[config.mk]
export PLATFORM = sky130hd
export DESIGN_NAME = mvm_ctrl
export DESIGN_NICKNAME = d
export VERILOG_FILES = /design/src/mvm_pkg.sv /design/src/mvm_ctrl.sv
export SDC_FILE = /design/constraint.sdc
export NUM_CORES = 1
export LEC_CHECK = 0
export BUFFER_PORTS_ARGS = -buffer_cell sky130_fd_sc_hd__buf_2
export CAP_MARGIN = 20
export CORE_AREA = 4 4 49 61
export CTS_CLUSTER_SIZE = 28
export DETAILED_ROUTE_END_ITERATION = 8
export DIE_AREA = 0 0 53 65
export GPL_ROUTABILITY_DRIVEN = 0
export PLACE_DENSITY = 0.79
export SYNTH_ARGS = -nofsm -noshare
export SYNTH_HDL_FRONTEND = slang
export SYNTH_SLANG_ARGS = --single-unit
export TNS_END_PERCENT = 10
[constraint.sdc]
create_clock -name clock -period 1.6 [get_ports clock]
set_input_delay 0.16 -clock clock [delete_from_list [all_inputs] [get_ports clock]]
set_output_delay 0.16 -clock clock [all_outputs]
set_load 0.02 [all_outputs]
[src/mvm_pkg.sv]
// shared types and constants for the matrix-vector multiply block
// no dependencies
`default_nettype none

package mvm_pkg;

   localparam logic [1:0] KIND_MAT_WRITE = 2'd0;
   localparam logic [1:0] KIND_VEC_WRITE = 2'd1;
   localparam logic [1:0] KIND_COMPUTE   = 2'd2;

   localparam int ROW_OUT_W = 4;
   localparam int SUM_W     = 48;
   localparam int FRAC_W    = 16;

   localparam logic signed [SUM_W-1:0] SUM_MAX = {1'b0, {(SUM_W-1){1'b1}}};
   localparam logic signed [SUM_W-1:0] SUM_MIN = {1'b1, {(SUM_W-1){1'b0}}};

   // q16.16 value 1.0, the vector operand for a set mask bit
   localparam logic signed [31:0] MASK_ONE = 32'sh0001_0000;

   typedef enum logic [1:0] {
      ST_IDLE,
      ST_ISSUE,
      ST_DRAIN,
      ST_EMIT
   } state_type;

   typedef struct packed {
      logic                 load_mat;
      logic                 load_vec;
      logic                 start;
      logic                 issue;
      logic                 first;
      logic                 emit;
      logic                 last;
      logic [ROW_OUT_W-1:0] out_row;
   } cmd_type;

   typedef struct packed {
      logic busy;
      logic out_free;
   } sts_type;

endpackage

`default_nettype wire

[src/mvm_ctrl.sv]
// controller: sequences loads, row and column issue, drain and result emit
// depends on mvm_pkg
`default_nettype none

module mvm_ctrl #(
   parameter int ROWS = 16,
   parameter int COLS = 16,
   parameter int RW   = (ROWS > 1) ? $clog2(ROWS) : 1,
   parameter int CW   = (COLS > 1) ? $clog2(COLS) : 1,
   parameter int MAW  = (ROWS * COLS > 1) ? $clog2(ROWS * COLS) : 1
) (
   input  wire logic             clock,
   input  wire logic             reset,
   input  wire logic             req_valid,
   input  wire logic [1:0]       req_kind,
   output logic                  req_stall,
   input  wire mvm_pkg::sts_type sts,
   output mvm_pkg::cmd_type      cmd,
   output logic      [MAW-1:0]   mat_rd_addr,
   output logic      [CW-1:0]    vec_rd_addr
);

   localparam logic [CW-1:0] COL_LAST = CW'(COLS - 1);
   localparam logic [RW-1:0] ROW_LAST = RW'(ROWS - 1);

   mvm_pkg::state_type state_ff, state_in;
   logic [CW-1:0]      col_ff, col_in;
   logic [RW-1:0]      row_ff, row_in;
   logic [MAW-1:0]     addr_ff, addr_in;
   logic               accept;

   assign accept = req_valid && (state_ff == mvm_pkg::ST_IDLE);

   always_comb begin
      state_in = state_ff;
      case (state_ff)
         mvm_pkg::ST_IDLE: begin
            if (req_valid && req_kind == mvm_pkg::KIND_COMPUTE) begin
               state_in = mvm_pkg::ST_ISSUE;
            end
         end
         mvm_pkg::ST_ISSUE: begin
            if (col_ff == COL_LAST) begin
               state_in = mvm_pkg::ST_DRAIN;
            end
         end
         mvm_pkg::ST_DRAIN: begin
            if (!sts.busy) begin
               state_in = mvm_pkg::ST_EMIT;
            end
         end
         mvm_pkg::ST_EMIT: begin
            if (sts.out_free) begin
               state_in = (row_ff == ROW_LAST) ? mvm_pkg::ST_IDLE : mvm_pkg::ST_ISSUE;
            end
         end
         default: state_in = mvm_pkg::ST_IDLE;
      endcase
   end

   always_comb begin
      cmd          = '0;
      req_stall    = (state_ff != mvm_pkg::ST_IDLE);
      cmd.load_mat = accept && (req_kind == mvm_pkg::KIND_MAT_WRITE);
      cmd.load_vec = accept && (req_kind == mvm_pkg::KIND_VEC_WRITE);
      cmd.start    = accept && (req_kind == mvm_pkg::KIND_COMPUTE);
      cmd.issue    = (state_ff == mvm_pkg::ST_ISSUE);
      cmd.first    = (state_ff == mvm_pkg::ST_ISSUE) && (col_ff == '0);
      cmd.emit     = (state_ff == mvm_pkg::ST_EMIT) && sts.out_free;
      cmd.last     = (row_ff == ROW_LAST);
      cmd.out_row  = mvm_pkg::ROW_OUT_W'(row_ff);
   end

   always_comb begin
      col_in  = col_ff;
      row_in  = row_ff;
      addr_in = addr_ff;
      case (state_ff)
         mvm_pkg::ST_IDLE: begin
            col_in  = '0;
            row_in  = '0;
            addr_in = '0;
         end
         mvm_pkg::ST_ISSUE: begin
            col_in  = (col_ff == COL_LAST) ? '0 : col_ff + 1'b1;
            addr_in = addr_ff + 1'b1;
         end
         mvm_pkg::ST_EMIT: begin
            if (sts.out_free && row_ff != ROW_LAST) begin
               row_in = row_ff + 1'b1;
            end
         end
         default: begin
         end
      endcase
   end

   always_ff @(posedge clock) begin
      if (reset) begin
         state_ff <= mvm_pkg::ST_IDLE;
         col_ff   <= '0;
         row_ff   <= '0;
         addr_ff  <= '0;
      end else begin
         state_ff <= state_in;
         col_ff   <= col_in;
         row_ff   <= row_in;
         addr_ff  <= addr_in;
      end
   end

   assign mat_rd_addr = addr_ff;
   assign vec_rd_addr = col_ff;

   a_emit_needs_room: assert property (@(posedge clock) disable iff (reset)
      cmd.emit |-> sts.out_free)
      else $error("result emitted while output register is occupied");

   a_start_clears_counters: assert property (@(posedge clock) disable iff (reset)
      cmd.start |=> (state_ff == mvm_pkg::ST_ISSUE) && (col_ff == '0) && (row_ff == '0)
                    && (addr_ff == '0))
      else $error("compute run did not start at row and column zero");

   a_row_end_drains: assert property (@(posedge clock) disable iff (reset)
      (state_ff == mvm_pkg::ST_ISSUE && col_ff == COL_LAST) |=> state_ff == mvm_pkg::ST_DRAIN)
      else $error("issue did not stop at the last column");

endmodule

`default_nettype wire

* Word level (Yosys, flattened, before mapping) *
Cells that the tools add are included.

word-level totals
  register bits = 18
  output and inout bits = 24

operators by class
  eq/ne operators = 13
  reduce and logical (&&, ||, !) cells = 16
  mux-type cells = 11
  add/sub/neg operators = 3

operator list
  kind                 count
  $pmux 4 s2           2
  $pmux 8 s2           1
  $add 4x1->4 const B  2
  $add 8x1->8 const B  1
  $eq 4x4->1 const B   2
  $logic_and 1x1->1    8
  $mux 2               4
  $mux 4               2
  $pmux 2 s4           1
  $eq 2x2->1 const B   3
  $ne 2x1->1 const B   3
  $reduce_bool 2->1    3
  $eq 2x1->1 const B   2
  $logic_not 2->1      2
  $logic_not 4->1      1
  $ne 2x2->1 const B   2
  $ne 4x4->1 const B   1
  $reduce_and 4->1     1
  $reduce_and 2->1     1
  $mux 1               1

* Logic depth before layout (Yosys ltp) *
Gate-level depths: netlist (run 1).

  depth after elaboration = 4
  gate-level depth with buffers = 7

* Worst setup path before layout (run 1) *
No wires, ideal clock.

  path type = reg2out
  start = register state_ff[1]
  end = output cmd[6] (netlist bit)
  slack = -0.226 ns
  required time = 1.440 ns
  stages on the path, launching flop included = 7
  data arrival time = 1.666 ns
  cell sequence = dfxtp_1 > inv_1 > ha_1 > buf_2 > buf_2 > nand2_1 > nor3_1

RTL lines
  element                 line             RTL
  from (decl)             mvm_ctrl.sv:26   mvm_pkg::state_type state_ff, state_in;
  from (signal assigned)  mvm_ctrl.sv:100  state_ff <= mvm_pkg::ST_IDLE;
  from (signal assigned)  mvm_ctrl.sv:105  state_ff <= state_in;
  to (decl)               mvm_ctrl.sv:18   output mvm_pkg::cmd_type cmd,

==> results_tabular.tex, run 1 <==
\begin{tabular}{lr}
\hline
Metric & Value \\
\hline
\multicolumn{2}{l}{\textbf{Setup path}} \\
\quad Critical Setup Path Class & reg -> out \\
\quad First element of the critical path & state\_ff[0] \\
\quad Kind of start point of the critical path & flip-flop \\
\quad Slack of the worst reg-to-reg path & 0.06 ns \\
\quad Endpoint required time on the critical path & 1.44 ns \\
\quad Startpoint of the worst-slack reg-to-reg timing path & state\_ff[0] \\
\quad Register-to-Register Path Depth & 6 \\
\quad Critical path destination & cmd[5] \\
\quad Endpoint kind of the worst setup timing path & primary output \\
\quad Crit Path Max Fanout & 4 \\
\quad Endpoint of the worst register-to-register path & row\_ff[2] \\
\quad Data arrival at the endpoint of the critical path & 1.39 ns \\
\multicolumn{2}{l}{\textbf{Power and ir drop}} \\
\quad Combinational power share & 52.6\% \\
\quad Cell Pwr Density & 1230 nW/um\^{}2 \\
\quad Clk network pwr share & 16.4\% \\
\quad Share of total power consumed by net switching & 40.9\% \\
\quad Power after layout & 0.00176 W \\
\quad Sequential share of power & 31.0\% \\
\quad Net Sw Power & 0.000719 W \\
\quad Peak ir drop on the vdd network & 0.679 mV \\
\quad Pint & 0.00104 W \\
\quad Cell leakage power & 0.626 nW \\
\multicolumn{2}{l}{\textbf{CTS}} \\
\quad Clock tree from TritonCTS & built \\
\quad TritonCTS buffer count & 3 \\
\quad Worst skew pair latency & 0.30 ns \\
\quad Clock root cell & sky130\_fd\_sc\_hd\_\_clkbuf\_4 \\
\quad Number of buffers on the longest clock path & 2 \\
\quad Sink count of the clock tree & 18 \\
\quad Clock-pin transition on the worst setup and hold timing paths & 0.11 ns \\
\quad H-tree lvl count & 1 \\
\quad Count of hold buffers inserted by post-cts repair & 0 \\
\multicolumn{2}{l}{\textbf{Synth}} \\
\quad Arithmetic-cell share of the synthesized area counting full adders, half adders and majority gates & 11.9\% \\
\quad Number of flops mapped to enable cells by yosys & 0 \\
\quad Warning count from the yosys run & 0 \\
\quad Mux share of post-synthesis cell area & 3.10\% \\
\quad Compound-gate portion of the synthesized area & 18.9\% \\
\quad \#FFs+latches synth & 18 \\
\quad Gate count of the mapped netlist & 130 \\
\quad Xor/xnor cell area share of the yosys netlist & 0\% \\
\quad Largest family of logic cells by synthesized area & simple AND/OR/NAND/NOR gates \\
\quad Proportion of synthesized flip-flops having asynchronous set or reset & 0\% \\
\quad Net count after synthesis & 147 \\
\quad Post-Syn Area per Cell & 8.07 um\^{}2 \\
\quad Cell variety after synth & 33 \\
\quad Portion of the post-synthesis area used by sequential elements & 34.4\% \\
\quad Post-synthesis cell type with the largest combined area & sky130\_fd\_sc\_hd\_\_dfxtp\_1 \\
\quad Primary flip-flop cell chosen by synthesis mapping & sky130\_fd\_sc\_hd\_\_dfxtp\_1 \\
\quad Area contributors post-synth & sky130\_fd\_sc\_hd\_\_dfxtp\_1, sky130\_fd\_sc\_hd\_\_ha\_1, sky130\_fd\_sc\_hd\_\_a21oi\_1 \\
\quad Share of Yosys cell area claimed by the top area cell type & 34.4\% \\
\quad Fraction of the mapped netlist area in simple logic gates & 27.1\% \\
\quad Netlist area before placement & 1050 um\^{}2 \\
\multicolumn{2}{l}{\textbf{Drt}} \\
\quad Routed vias & 1077 \\
\quad Ratio of routed vias to standard cells & 5.31 \\
\quad Remaining routing DRC violations & 0 \\
\quad DR WL/cell & 12.7 um \\
\quad First-pass iteration count of the detailed router & 4 \\
\quad Number of DRC violations after detailed-routing iteration 0 & 14 \\
\quad Count of nets left with antenna violations after detail routing & 0 \\
\quad Post-detailed-routing wire length & 2580 um \\
\multicolumn{2}{l}{\textbf{Placement}} \\
\quad Post-detailed-placement half-perimeter wirelength & 1840 um \\
\quad Number of input and output port buffers inserted & 30 \\
\quad Cell count after placement & 194 \\
\multicolumn{2}{l}{\textbf{Global routing}} \\
\quad Grt total ovfl & 0 \\
\quad Largest net degree at the start of global routing & 20 \\
\quad Number of antenna violations at the first check in global routing & 0 \\
\quad First-pass GRT wire length & 4140 um \\
\quad Number of global-route vias before repair & 987 \\
\quad All-Layer GR Usage & 15.7\% \\
\multicolumn{2}{l}{\textbf{Cells and area}} \\
\quad Ratio of cells with drive above 1 in the final layout & 37.1\% \\
\quad N\_diodes & 0 \\
\quad Number of standard cells in the layout, taps in and fillers out & 203 \\
\quad Post-synthesis to final-layout area growth & 36.6\% \\
\quad Final nets & 188 \\
\multicolumn{2}{l}{\textbf{STA}} \\
\quad Endpoints failing setup & 0 \\
\quad Final count of hold timing violations & 0 \\
\quad Timing-limited maximum frequency & 0.645 GHz \\
\quad Slew at the pin closest to its max-slew limit & 0.351 ns \\
\quad TNS Setup & 0 ns \\
\quad Worst clock skew & 0.00267 ns \\
\quad Final worst path period need & 1.55 ns \\
\quad Slew Viols, Final & 0 \\
\quad Final worst-path cycle share & 96.8\% \\
\quad Setup repair after global routing missed its margin & true \\
\quad Worst rel slew slack & 76.6\% \\
\multicolumn{2}{l}{\textbf{Floorplanning}} \\
\quad Die Wd & 53 um \\
\quad Core Region & 2430 um\^{}2 \\
\quad \# IOs & 31 \\
\quad Die footprint & 3450 um\^{}2 \\
\quad Effective utilization at floorplan & 43.2\% \\
\quad Rows & 20 \\
\quad Chip height & 65 um \\
\multicolumn{2}{l}{\textbf{Job}} \\
\quad Count of max-cap constraint violations & 0 \\
\multicolumn{2}{l}{\textbf{Run status}} \\
\quad Outcome & finished, final reports clean \\
\multicolumn{2}{l}{\textbf{Worst hold path}} \\
\quad Min-Delay Path Class & in -> reg \\
\hline
\end{tabular}
[layout make-up]
class	count	area [um^2]
Sequential cell	18	368
Multi-Input combinational cell	100	706
Timing Repair Buffer	41	248
Fill cell	229	995
Inverter	7	33.8
Tap cell	33	41.3
Clock buffer	4	36.3
[synth_stat cells, types with 2 or more instances]
cell type / number
sky130_fd_sc_hd__dfxtp_1: 18
sky130_fd_sc_hd__a21oi_1: 15
sky130_fd_sc_hd__nand2_1: 14
sky130_fd_sc_hd__nor2_1: 11
sky130_fd_sc_hd__ha_1: 10
sky130_fd_sc_hd__nand3_1: 10
sky130_fd_sc_hd__inv_1: 7
sky130_fd_sc_hd__nand3b_1: 4
sky130_fd_sc_hd__nor3_1: 4
sky130_fd_sc_hd__nor3b_1: 4
sky130_fd_sc_hd__o21ai_0: 4
sky130_fd_sc_hd__buf_2: 3
sky130_fd_sc_hd__nor2b_1: 3
sky130_fd_sc_hd__and2_1: 2
sky130_fd_sc_hd__clkbuf_1: 2
sky130_fd_sc_hd__mux2_2: 2
[state kept, by name, indices dropped and copies added, names as in the netlist]
signal,flops
mat_rd_addr,8
state_ff,2
vec_rd_addr,4
row_ff,4
[logic make-up after synthesis]
family                   Yosys count
buffers and inverters             12
multiplexers                       3
flip-flops                        18
AND/OR/NAND/NOR                   56
adder cells (fa/ha/maj)           10
AO/OA/AOI/OAI                     31
[through the flow]
step / hold WS [ns] / setup WS [ns] / util (%) / cell area [um^2]
4_1_cts: 0.229 / -0.00632 / 55.7 / 1350
5_1_grt: 0.249 / -0.0362 / 59.0 / 1430
3_3_place_gp: 0.474 / 0.0934 / 52.6 / 1280
2_1_floorplan: 0.402 / 0.00686 / - / 1070
6_report: 0.234 / 0.0507 / 59.0 / 1430
3_5_place_dp: 0.485 / 0.0455 / 52.6 / 1280
[power groups by stage]
| stage | combinational (W) | sequential, W | clock (W) |
|---|---|---|---|
| after global placement | 0.000682 | 0.000531 | 0 |
| after CTS | 0.000804 | 0.000528 | 0.000297 |
| after detailed placement | 0.000707 | 0.000538 | 0 |
| final | 0.000923 | 0.000545 | 0.000288 |
| after global routing | 0.00101 | 0.000552 | 0.000321 |
| after floorplan | 0.000492 | 0.000544 | 0 |
[how the worst min path moves through the flow]
| stage | startpoint | endpoint | slack (ns) | cells after the start |
|---|---|---|---|---|
| CTS | reset | mat_rd_addr[0] | 0.23 | 2 |
| global route | reset | mat_rd_addr[0] | 0.25 | 2 |
| finish | reset | mat_rd_addr[6] | 0.23 | 2 |
| floorplan | req_kind[1] | cmd[9] | 0.40 | 1 |
| detailed placement | row_ff[1] | row_ff[1] | 0.48 | 2 |
| global placement | row_ff[1] | row_ff[1] | 0.47 | 2 |
[layout by cell type, fill, tap and decap left out, types with 4 or more instances in the layout]
cell type and n:
sky130_fd_sc_hd__a21oi_1 14, sky130_fd_sc_hd__buf_2 27, sky130_fd_sc_hd__buf_4 12, sky130_fd_sc_hd__dfxtp_1 16, sky130_fd_sc_hd__ha_1 7, sky130_fd_sc_hd__inv_1 5, sky130_fd_sc_hd__nand2_1 13, sky130_fd_sc_hd__nand3_1 10
sky130_fd_sc_hd__nand3b_1 4, sky130_fd_sc_hd__nor2_1 10, sky130_fd_sc_hd__o21ai_0 4
[what timing repair did]
item / in CTS / in global routing
buffers inserted: 2 / 3
gates resized for setup: 6 / 16
pin swaps: 0 / 2
setup endpoints to repair: 3 / 13
[critical path: stages, from the launching register on]
cell and delay (ns):
sky130_fd_sc_hd__dfxtp_4 0.39, sky130_fd_sc_hd__buf_4 0.13, sky130_fd_sc_hd__ha_1 0.22, sky130_fd_sc_hd__and2_1 0.18
sky130_fd_sc_hd__buf_2 0.17
[per-layer routing]
| metal | vias up | part of all wire, % | global-route usage, % |
|---|---|---|---|
| met2 | 36 | 48 | 27.0 |
| met4 | 0 | 0.89 | 5.75 |
| met3 | 2 | 5.5 | 2.76 |
| met5 | - | 0 | 0 |
| li1 | 547 | - | - |
| met1 | 492 | 45 | 19.0 |
No activity file was read; power rests on OpenSTA's default activity.
==> run 2, diff against run 1 <==
==> constraint.sdc (replaced) <==
create_clock -name clock -period 1.3 [get_ports clock]
set_input_delay 0.13 -clock clock [delete_from_list [all_inputs] [get_ports clock]]
set_output_delay 0.13 -clock clock [all_outputs]
set_load 0.02 [all_outputs]
==> run 2 against run 1 <==
Net effect: the flow now finishes with violations (negative setup slack); critical path depth grew 2; clock power grew 19%; routed wire length grew 20%; worst hold slack lost 0.11 ns; design area grew 19%; critical path type is now reg -> reg; die area is the same; utilization grew 11 points; non-clock buffer count grew 15; setup slack lost 0.28 ns.
==> results_tabular.tex, run 2 (same netlist as run 1, synthesis figures left out) <==
\begin{tabular}{lr}
\hline
Metric & Value \\
\hline
\multicolumn{2}{l}{\textbf{Global routing}} \\
\quad Met1 usage in global routing & 20.0\% (+0.99 points) \\
\quad First-pass GRT wire length & 4750 um (+15\%) \\
\quad Met3 Resource Use GR & 2.07\% (-0.69 points) \\
\quad Largest net degree at the start of global routing & 11 (-45\%) \\
\quad Number of antenna violations at the first check in global routing & 0 (unchanged) \\
\quad Most crowded layer after global routing & met2 \\
\quad Number of global-route vias before repair & 1106 (+12\%) \\
\quad Grt total ovfl & 0 (unchanged) \\
\quad GR Layer Usage met2 & 34.8\% (+7.8 points) \\
\quad All-Layer GR Usage & 17.8\% (+2.1 points) \\
\multicolumn{2}{l}{\textbf{CTS}} \\
\quad Clock-pin transition on the worst setup and hold timing paths & 0.10 ns (about the same) \\
\quad TritonCTS buffer count & 3 (unchanged) \\
\quad Clock tree from TritonCTS & built \\
\quad Count of hold buffers inserted by post-cts repair & 0 (unchanged) \\
\quad Number of buffers on the longest clock path & 2 (unchanged) \\
\quad H-tree lvl count & 1 (unchanged) \\
\quad Worst skew pair latency & 0.29 ns (about the same) \\
\quad Clock root cell & sky130\_fd\_sc\_hd\_\_clkbuf\_4 \\
\quad Sink count of the clock tree & 18 (unchanged) \\
\multicolumn{2}{l}{\textbf{Floorplanning}} \\
\quad Rows & 20 (unchanged) \\
\quad \# IOs & 31 (unchanged) \\
\quad Die Wd & 53 um (unchanged) \\
\quad Die footprint & 3450 um\^{}2 (unchanged) \\
\quad Core Region & 2430 um\^{}2 (unchanged) \\
\quad Effective utilization at floorplan & 43.2\% (unchanged) \\
\quad Chip height & 65 um (unchanged) \\
\multicolumn{2}{l}{\textbf{Cells and area}} \\
\quad Max FFs per register & 8 (unchanged) \\
\quad Most common library cell in the layout ignoring fill and taps & sky130\_fd\_sc\_hd\_\_buf\_4 \\
\quad Area of the multi-input gates & 823 um\^{}2 (+17\%) \\
\quad Post-synthesis to final-layout area growth & 62.5\% \\
\quad Final design utilization & 70.2\% (+11 points) \\
\quad N\_diodes & 0 (unchanged) \\
\quad Fillers & 199 (-13\%) \\
\quad Ratio of cells with drive above 1 in the final layout & 54.1\% (+17 points) \\
\quad Commonest cells after routing, fill and taps aside & sky130\_fd\_sc\_hd\_\_buf\_4, sky130\_fd\_sc\_hd\_\_buf\_2, sky130\_fd\_sc\_hd\_\_dfxtp\_1 \\
\quad Number of standard cells in the layout, taps in and fillers out & 218 (+7.4\%) \\
\quad Register area & 372 um\^{}2 (+1.0\%) \\
\quad Final nets & 203 (+8.0\%) \\
\multicolumn{2}{l}{\textbf{Placement}} \\
\quad Cell count after placement & 209 (+7.7\%) \\
\quad Place WS & -0.194 ns (-0.240 ns) \\
\quad Post-detailed-placement half-perimeter wirelength & 2090 um (+13\%) \\
\quad Number of input and output port buffers inserted & 30 (unchanged) \\
\multicolumn{2}{l}{\textbf{Drt}} \\
\quad Remaining routing DRC violations & 0 (unchanged) \\
\quad Count of nets left with antenna violations after detail routing & 0 (unchanged) \\
\quad Number of DRC violations after detailed-routing iteration 0 & 33 (+19) \\
\quad Post-detailed-routing wire length & 3090 um (+20\%) \\
\quad First-pass iteration count of the detailed router & 4 (unchanged) \\
\quad Routed vias & 1173 (+8.9\%) \\
\quad Ratio of routed vias to standard cells & 5.38 (+1.4\%) \\
\quad DR WL/cell & 14.2 um (+12\%) \\
\multicolumn{2}{l}{\textbf{Setup path}} \\
\quad Endpoint kind of the worst setup timing path & flip-flop \\
\quad Slack of the worst reg-to-reg path & -0.23 ns (-0.29 ns) \\
\quad Library cell contributing the largest single delay on the critical path & sky130\_fd\_sc\_hd\_\_a222oi\_1 \\
\quad Register-to-Register Path Depth & 6 (unchanged) \\
\quad Critical Setup Path Class & reg -> reg \\
\quad Endpoint of the worst register-to-register path & state\_ff[1] \\
\quad Endpoint required time on the critical path & 1.52 ns (+0.08 ns) \\
\quad Kind of start point of the critical path & flip-flop \\
\quad Crit Path Max Fanout & 4 (unchanged) \\
\quad Max incr delay on CP & 0.43 ns (+0.04 ns) \\
\quad Data arrival at the endpoint of the critical path & 1.75 ns (+0.36 ns) \\
\quad Crit path cell chain & inv\_4, ha\_4, a222oi\_1, buf\_4, nand3\_2, a21oi\_2 \\
\quad Startpoint of the worst-slack reg-to-reg timing path & state\_ff[0] \\
\multicolumn{2}{l}{\textbf{Worst hold path}} \\
\quad Min-Delay Path Class & in -> reg \\
\quad Cell depth of the worst min-delay path & 2 (unchanged) \\
\quad Worst hold path startpoint & reset \\
\quad Worst hold path endpoint & state\_ff[1] \\
\multicolumn{2}{l}{\textbf{STA}} \\
\quad Slew Viols, Final & 0 (unchanged) \\
\quad Worst rel slew slack & 71.8\% (-4.8 points) \\
\quad TNS Setup & -2.33 ns (-2.33 ns) \\
\quad Timing-limited maximum frequency & 0.655 GHz \\
\quad Smallest setup slack after layout & -0.226 ns (-0.277 ns) \\
\quad Slew at the pin closest to its max-slew limit & 0.418 ns (+0.0670 ns) \\
\quad Final worst-path cycle share & 117\% \\
\quad Final count of hold timing violations & 0 (unchanged) \\
\quad Endpoints failing setup & 24 (+24) \\
\quad Worst clock skew & 0.00684 ns (+0.00417 ns) \\
\quad Setup repair after global routing missed its margin & true \\
\quad Final worst path period need & 1.53 ns \\
\multicolumn{2}{l}{\textbf{Power and ir drop}} \\
\quad Cell Pwr Density & 1460 nW/um\^{}2 (+19\%) \\
\quad Peak ir drop on the vdd network & 1.07 mV (+57\%) \\
\quad Cell leakage power & 0.729 nW (+16\%) \\
\quad Power after layout & 0.00250 W (+42\%) \\
\multicolumn{2}{l}{\textbf{Run status}} \\
\quad Violated checks & negative setup slack \\
\quad Outcome & complete, but fails checks \\
\multicolumn{2}{l}{\textbf{Job}} \\
\quad Count of max-cap constraint violations & 0 (unchanged) \\
\hline
\end{tabular}
==> run 2: cell type report <==
cell class              instances  share of cell area [%]
clock buffers                   4                    2.13
well taps                      33                    2.42
repair buffers                 56                    23.2
multi-input cells             100                    48.3
flip-flops and latches         18                    21.8
inverters                       7                    2.13
==> run 2: timing repair <==
item / CTS / global route
pin swaps: 10 / 10
endpoints found under the hold margin: 0 / 0
buffers inserted: 4 / 1
endpoints found under the setup margin: 23 / 26
resized for setup: 33 / 27
==> run 2: where the power goes <==
part | switching [W] | leakage, nW | internal, W
clock network | 0.000172 | 0.0210 | 0.000171
logic | 0.000765 | 0.559 | 0.000723
registers | 0.0000618 | 0.148 | 0.000602
==> run 2: per-stage QoR <==
step,hold slack (ns),area (um^2)
detailed placement,0.435,1410
global route,0.133,1700
finish,0.126,1700
floorplan,0.342,1090
CTS,0.110,1580
global placement,0.433,1410
==> run 2: worst max-delay path, delay by kind of cell, from the launching register on <==
kind                       cells  cell delay, ns
and+or+nand+nor                1            0.07
DFF                            1            0.40
buffers and inverters          2            0.27
adders and majority gates      1            0.15
AOI/OAI and AO/OA              2            0.57
==> run 2: per-layer routing <==
layer  up-vias  share of wire [%]
li1        578                  -
met1       561                 39
met2        32                 56
met3         2                4.0
met4         0               0.45
met5         -                  0
==> run 2: worst max path at each step <==
stage / to / from / slack [ns] / depth (start not counted)
floorplan: state_ff[0] / state_ff[1] / -0.25 / 6
global placement: mat_rd_addr[7] / state_ff[1] / -0.15 / 6
detailed placement: mat_rd_addr[6] / state_ff[1] / -0.19 / 7
CTS: cmd[6] / state_ff[1] / -0.21 / 6
global route: state_ff[1] / state_ff[0] / -0.32 / 6
finish: state_ff[1] / state_ff[0] / -0.23 / 6
==> run 3, diff against run 2 <==
--- a/config.mk
+++ b/config.mk
@@ -5,14 +5,15 @@
 export SDC_FILE = /design/constraint.sdc
 export NUM_CORES = 1
 export LEC_CHECK = 0
+export ABC_AREA = 1
 export BUFFER_PORTS_ARGS = -buffer_cell sky130_fd_sc_hd__buf_2
 export CAP_MARGIN = 20
-export CORE_AREA = 4 4 49 61
+export CORE_AREA = 4 4 49 62
 export CTS_CLUSTER_SIZE = 28
 export DETAILED_ROUTE_END_ITERATION = 8
-export DIE_AREA = 0 0 53 65
-export GPL_ROUTABILITY_DRIVEN = 0
+export DIE_AREA = 0 0 53 66
 export PLACE_DENSITY = 0.79
+export SKIP_LAST_GASP = 1
 export SYNTH_ARGS = -nofsm -noshare
 export SYNTH_HDL_FRONTEND = slang
 export SYNTH_SLANG_ARGS = --single-unit
==> run 3 against run 2 <==
Net effect: the flow still finishes with violations (negative setup slack); global-route usage fell by 0.71 points; count of clock-buffer cells in the layout did not move; flip-flop and latch count did not move; synthesized cell count rose by 22%; largest power group unchanged; critical path depth did not move; combinational power fell by 14%.
==> results_tabular.tex, run 3 <==
\begin{tabular}{lr}
\hline
Metric & Value \\
\hline
\multicolumn{2}{l}{\textbf{Run status}} \\
\quad Outcome & complete, but fails checks \\
\quad Violated checks & negative setup slack \\
\multicolumn{2}{l}{\textbf{STA}} \\
\quad Slew Viols, Final & 0 (unchanged) \\
\quad Worst rel slew slack & 77.9\% (+6.1 points) \\
\quad Final worst-path cycle share & 116\% (-1.2 points) \\
\quad Final worst path period need & 1.51 ns (-0.0154 ns) \\
\quad Setup repair after global routing missed its margin & true \\
\quad Final count of hold timing violations & 0 (unchanged) \\
\quad Slew at the pin closest to its max-slew limit & 0.331 ns (-0.0867 ns) \\
\quad Timing-limited maximum frequency & 0.662 GHz (+1.0\%) \\
\quad Worst clock skew & 0.00769 ns (+0.000849 ns) \\
\quad Smallest setup slack after layout & -0.211 ns (+0.0154 ns) \\
\quad Hold slack & 0.0940 ns (-0.0324 ns) \\
\quad Endpoints failing setup & 26 (+8.3\%) \\
\multicolumn{2}{l}{\textbf{Drt}} \\
\quad DR WL/cell & 11.9 um (-16\%) \\
\quad Ratio of routed vias to standard cells & 4.94 (-8.2\%) \\
\quad Count of nets left with antenna violations after detail routing & 0 (unchanged) \\
\quad First-pass iteration count of the detailed router & 4 (unchanged) \\
\quad Remaining routing DRC violations & 0 (unchanged) \\
\quad Number of DRC violations after detailed-routing iteration 0 & 24 (-27\%) \\
\quad Routed vias & 1195 (+1.9\%) \\
\quad Post-detailed-routing wire length & 2880 um (-6.7\%) \\
\multicolumn{2}{l}{\textbf{Cells and area}} \\
\quad Final nets & 227 (+12\%) \\
\quad Most common library cell in the layout ignoring fill and taps & sky130\_fd\_sc\_hd\_\_nand2\_1 \\
\quad Max FFs per register & 8 (unchanged) \\
\quad Post-synthesis to final-layout area growth & 47.2\% \\
\quad N\_diodes & 0 (unchanged) \\
\quad Commonest cells after routing, fill and taps aside & sky130\_fd\_sc\_hd\_\_nand2\_1, sky130\_fd\_sc\_hd\_\_buf\_2, sky130\_fd\_sc\_hd\_\_buf\_4 \\
\quad Ratio of cells with drive above 1 in the final layout & 39.7\% (-14 points) \\
\quad Fillers & 234 (+18\%) \\
\multicolumn{2}{l}{\textbf{Synth}} \\
\quad Post-Syn Area per Cell & 6.73 um\^{}2 (-17\%) \\
\quad Cell variety after synth & 21 (-36\%) \\
\quad Share of Yosys cell area claimed by the top area cell type & 33.9\% (-0.49 points) \\
\quad Portion of the post-synthesis area used by sequential elements & 33.9\% (-0.49 points) \\
\quad Number of flops mapped to enable cells by yosys & 0 (unchanged) \\
\quad Post-synthesis cell type with the largest combined area & sky130\_fd\_sc\_hd\_\_dfxtp\_1 \\
\quad Netlist area before placement & 1060 um\^{}2 (+1.4\%) \\
\quad Gate count of the mapped netlist & 158 (+22\%) \\
\quad Net count after synthesis & 175 (+19\%) \\
\quad Area contributors post-synth & sky130\_fd\_sc\_hd\_\_dfxtp\_1, sky130\_fd\_sc\_hd\_\_nand2\_1, sky130\_fd\_sc\_hd\_\_ha\_1 \\
\quad Primary flip-flop cell chosen by synthesis mapping & sky130\_fd\_sc\_hd\_\_dfxtp\_1 \\
\quad \#FFs+latches synth & 18 (unchanged) \\
\quad Most used standard cells in the synthesized netlist & sky130\_fd\_sc\_hd\_\_nand2\_1, sky130\_fd\_sc\_hd\_\_inv\_1, sky130\_fd\_sc\_hd\_\_dfxtp\_1 \\
\quad Most used standard cell by instance count after synthesis & sky130\_fd\_sc\_hd\_\_nand2\_1 \\
\quad Proportion of synthesized flip-flops having asynchronous set or reset & 0\% (unchanged) \\
\quad Warning count from the yosys run & 0 (unchanged) \\
\multicolumn{2}{l}{\textbf{CTS}} \\
\quad Clock tree from TritonCTS & built \\
\quad Sink count of the clock tree & 18 (unchanged) \\
\quad Clock root cell & sky130\_fd\_sc\_hd\_\_clkbuf\_4 \\
\quad H-tree lvl count & 1 (unchanged) \\
\quad Worst skew pair latency & 0.30 ns (about the same) \\
\quad Number of buffers on the longest clock path & 2 (unchanged) \\
\quad TritonCTS buffer count & 3 (unchanged) \\
\quad Clock-pin transition on the worst setup and hold timing paths & 0.11 ns (about the same) \\
\multicolumn{2}{l}{\textbf{Placement}} \\
\quad Place WS & -0.0446 ns (+0.150 ns) \\
\quad Number of input and output port buffers inserted & 30 (unchanged) \\
\quad Final GP Congestion & 0.791 \\
\quad Post-detailed-placement half-perimeter wirelength & 1910 um (-8.2\%) \\
\multicolumn{2}{l}{\textbf{Setup path}} \\
\quad Crit path cell chain & inv\_4, ha\_4, buf\_6, nand2\_4, nor3\_4, buf\_6 \\
\quad Kind of start point of the critical path & flip-flop \\
\quad Register-to-Register Path Depth & 8 (+2) \\
\quad First element of the critical path & state\_ff[0] \\
\quad Slack of the worst reg-to-reg path & -0.16 ns (+0.07 ns) \\
\quad Library cell contributing the largest single delay on the critical path & sky130\_fd\_sc\_hd\_\_dfxtp\_4 \\
\quad Crit Path Max Fanout & 4 (unchanged) \\
\quad Endpoint kind of the worst setup timing path & primary output \\
\quad Most common cell on crit path & sky130\_fd\_sc\_hd\_\_buf\_6 \\
\quad Endpoint of the worst register-to-register path & mat\_rd\_addr[5] \\
\quad Endpoint required time on the critical path & 1.17 ns (-0.35 ns) \\
\quad Data arrival at the endpoint of the critical path & 1.38 ns (-0.37 ns) \\
\quad Max incr delay on CP & 0.38 ns (-0.05 ns) \\
\quad Critical Setup Path Class & reg -> out \\
\quad Critical path destination & cmd[10] \\
\quad Startpoint of the worst-slack reg-to-reg timing path & state\_ff[0] \\
\multicolumn{2}{l}{\textbf{Power and ir drop}} \\
\quad Peak ir drop on the vdd network & 1.08 mV (+1.7\%) \\
\quad Power after layout & 0.00231 W (-7.3\%) \\
\quad Cell leakage power & 0.778 nW (+6.8\%) \\
\quad Cell Pwr Density & 1480 nW/um\^{}2 (+0.89\%) \\
\multicolumn{2}{l}{\textbf{Floorplanning}} \\
\quad Effective utilization at floorplan & 43.8\% (+0.62 points) \\
\quad Die footprint & 3500 um\^{}2 (+1.5\%) \\
\quad Core Region & 2430 um\^{}2 (unchanged) \\
\quad Chip height & 66 um (+1.5\%) \\
\quad Rows & 20 (unchanged) \\
\quad Die Wd & 53 um (unchanged) \\
\quad \# IOs & 31 (unchanged) \\
\multicolumn{2}{l}{\textbf{Job}} \\
\quad Count of max-cap constraint violations & 0 (unchanged) \\
\multicolumn{2}{l}{\textbf{Worst hold path}} \\
\quad Min-Delay Path Class & in -> reg \\
\quad Cell depth of the worst min-delay path & 2 (unchanged) \\
\multicolumn{2}{l}{\textbf{Global routing}} \\
\quad Number of antenna violations at the first check in global routing & 0 (unchanged) \\
\quad Largest net degree at the start of global routing & 12 (+1) \\
\quad Grt total ovfl & 0 (unchanged) \\
\quad Number of global-route vias before repair & 1107 (+0.090\%) \\
\quad First-pass GRT wire length & 4510 um (-5.0\%) \\
\quad All-Layer GR Usage & 17.1\% (-0.71 points) \\
\hline
\end{tabular}
==> run 3: cell types whose count changed after synthesis, moves of 3 or more <==
| cell | change |
|---|---|
| sky130_fd_sc_hd__nand2_1 | +29 |
| sky130_fd_sc_hd__inv_1 | +12 |
| sky130_fd_sc_hd__nand3_1 | +5 |
| sky130_fd_sc_hd__nor2_1 | +5 |
| sky130_fd_sc_hd__nand3b_1 | -4 |
| sky130_fd_sc_hd__nor2b_1 | -3 |
| sky130_fd_sc_hd__nor3b_1 | -3 |
==> run 3: area by class of cell <==
cell class                 instances  area (um^2)  area share [%]
clock buffer                       4         36.3            2.32
inverter                          21         83.8            5.36
multi-input combinational        116          698            44.6
sequential                        18          370            23.7
tap                               33         41.3            2.64
timing repair buffer              50          335            21.4
==> run 3: cells by family (layout without fill, tap and decap cells) <==
kind of cell | Yosys count | after routing | share of synthesized area (%)
AOI/OAI and AO/OA | 21 | 21 | 10.2
adders and majority gates | 10 | 10 | 11.8
buffers and inverters | 24 | 75 | 9.06
DFF | 18 | 18 | 33.9
and+or+nand+nor | 85 | 85 | 35.1
==> run 3: report_power, final <==
| group | internal, W | switching (W) |
|---|---|---|
| registers | 0.000625 | 0.0000495 |
| clock network | 0.000171 | 0.000187 |
| logic | 0.000570 | 0.000709 |
| total | 0.00137 | 0.000946 |
==> run 3: per-stage QoR <==
stage	util, %	instances	area (um^2)	setup TNS, ns
after floorplan	-	158	1110	-0.0722
after global placement	57.1	232	1390	-0.00963
after detailed placement	57.1	232	1390	-0.148
after CTS	61.8	240	1500	-2.58
after global routing	64.5	242	1570	-4.11
final	64.5	242	1570	-2.68
==> run 3: worst min path at each step <==
| stage | from | endpoint | slack, ns |
|---|---|---|---|
| 2_1_floorplan | req_kind[0] | cmd[10] | 0.34 |
| 3_3_place_gp | reset | vec_rd_addr[2] | 0.41 |
| 3_5_place_dp | reset | vec_rd_addr[2] | 0.42 |
| 4_1_cts | reset | vec_rd_addr[2] | 0.09 |
| 5_1_grt | reset | state_ff[1] | 0.1 |
| 6_report | reset | state_ff[1] | 0.09 |
==> run 3: timing repair <==
| item | 4_1_cts | 5_1_grt |
|---|---|---|
| setup endpoints to repair | 14 | 26 |
| hold buffers | 0 | 0 |
| setup buffers | 4 | 2 |
| pin swaps | 4 | 9 |
| resized for setup | 11 | 15 |
==> run 3: routing by layer <==
metal	vias to the layer above	routed length, um	part of all wire, %	global-route usage, %
met1	543	1130	39	18.9
li1	610	-	-	-
met4	0	110	3.8	7.67
met2	30	1520	53	31.1
met5	-	0	0	0
met3	12	125	4.3	2.71
==> run 3: critical path: cells and delay by family (launching register included) <==
kind	cells	cell delay, ns
buffers and inverters	3	0.35
AND/OR/NAND/NOR	2	0.19
flip-flops	1	0.38
adder cells (fa/ha/maj)	1	0.16
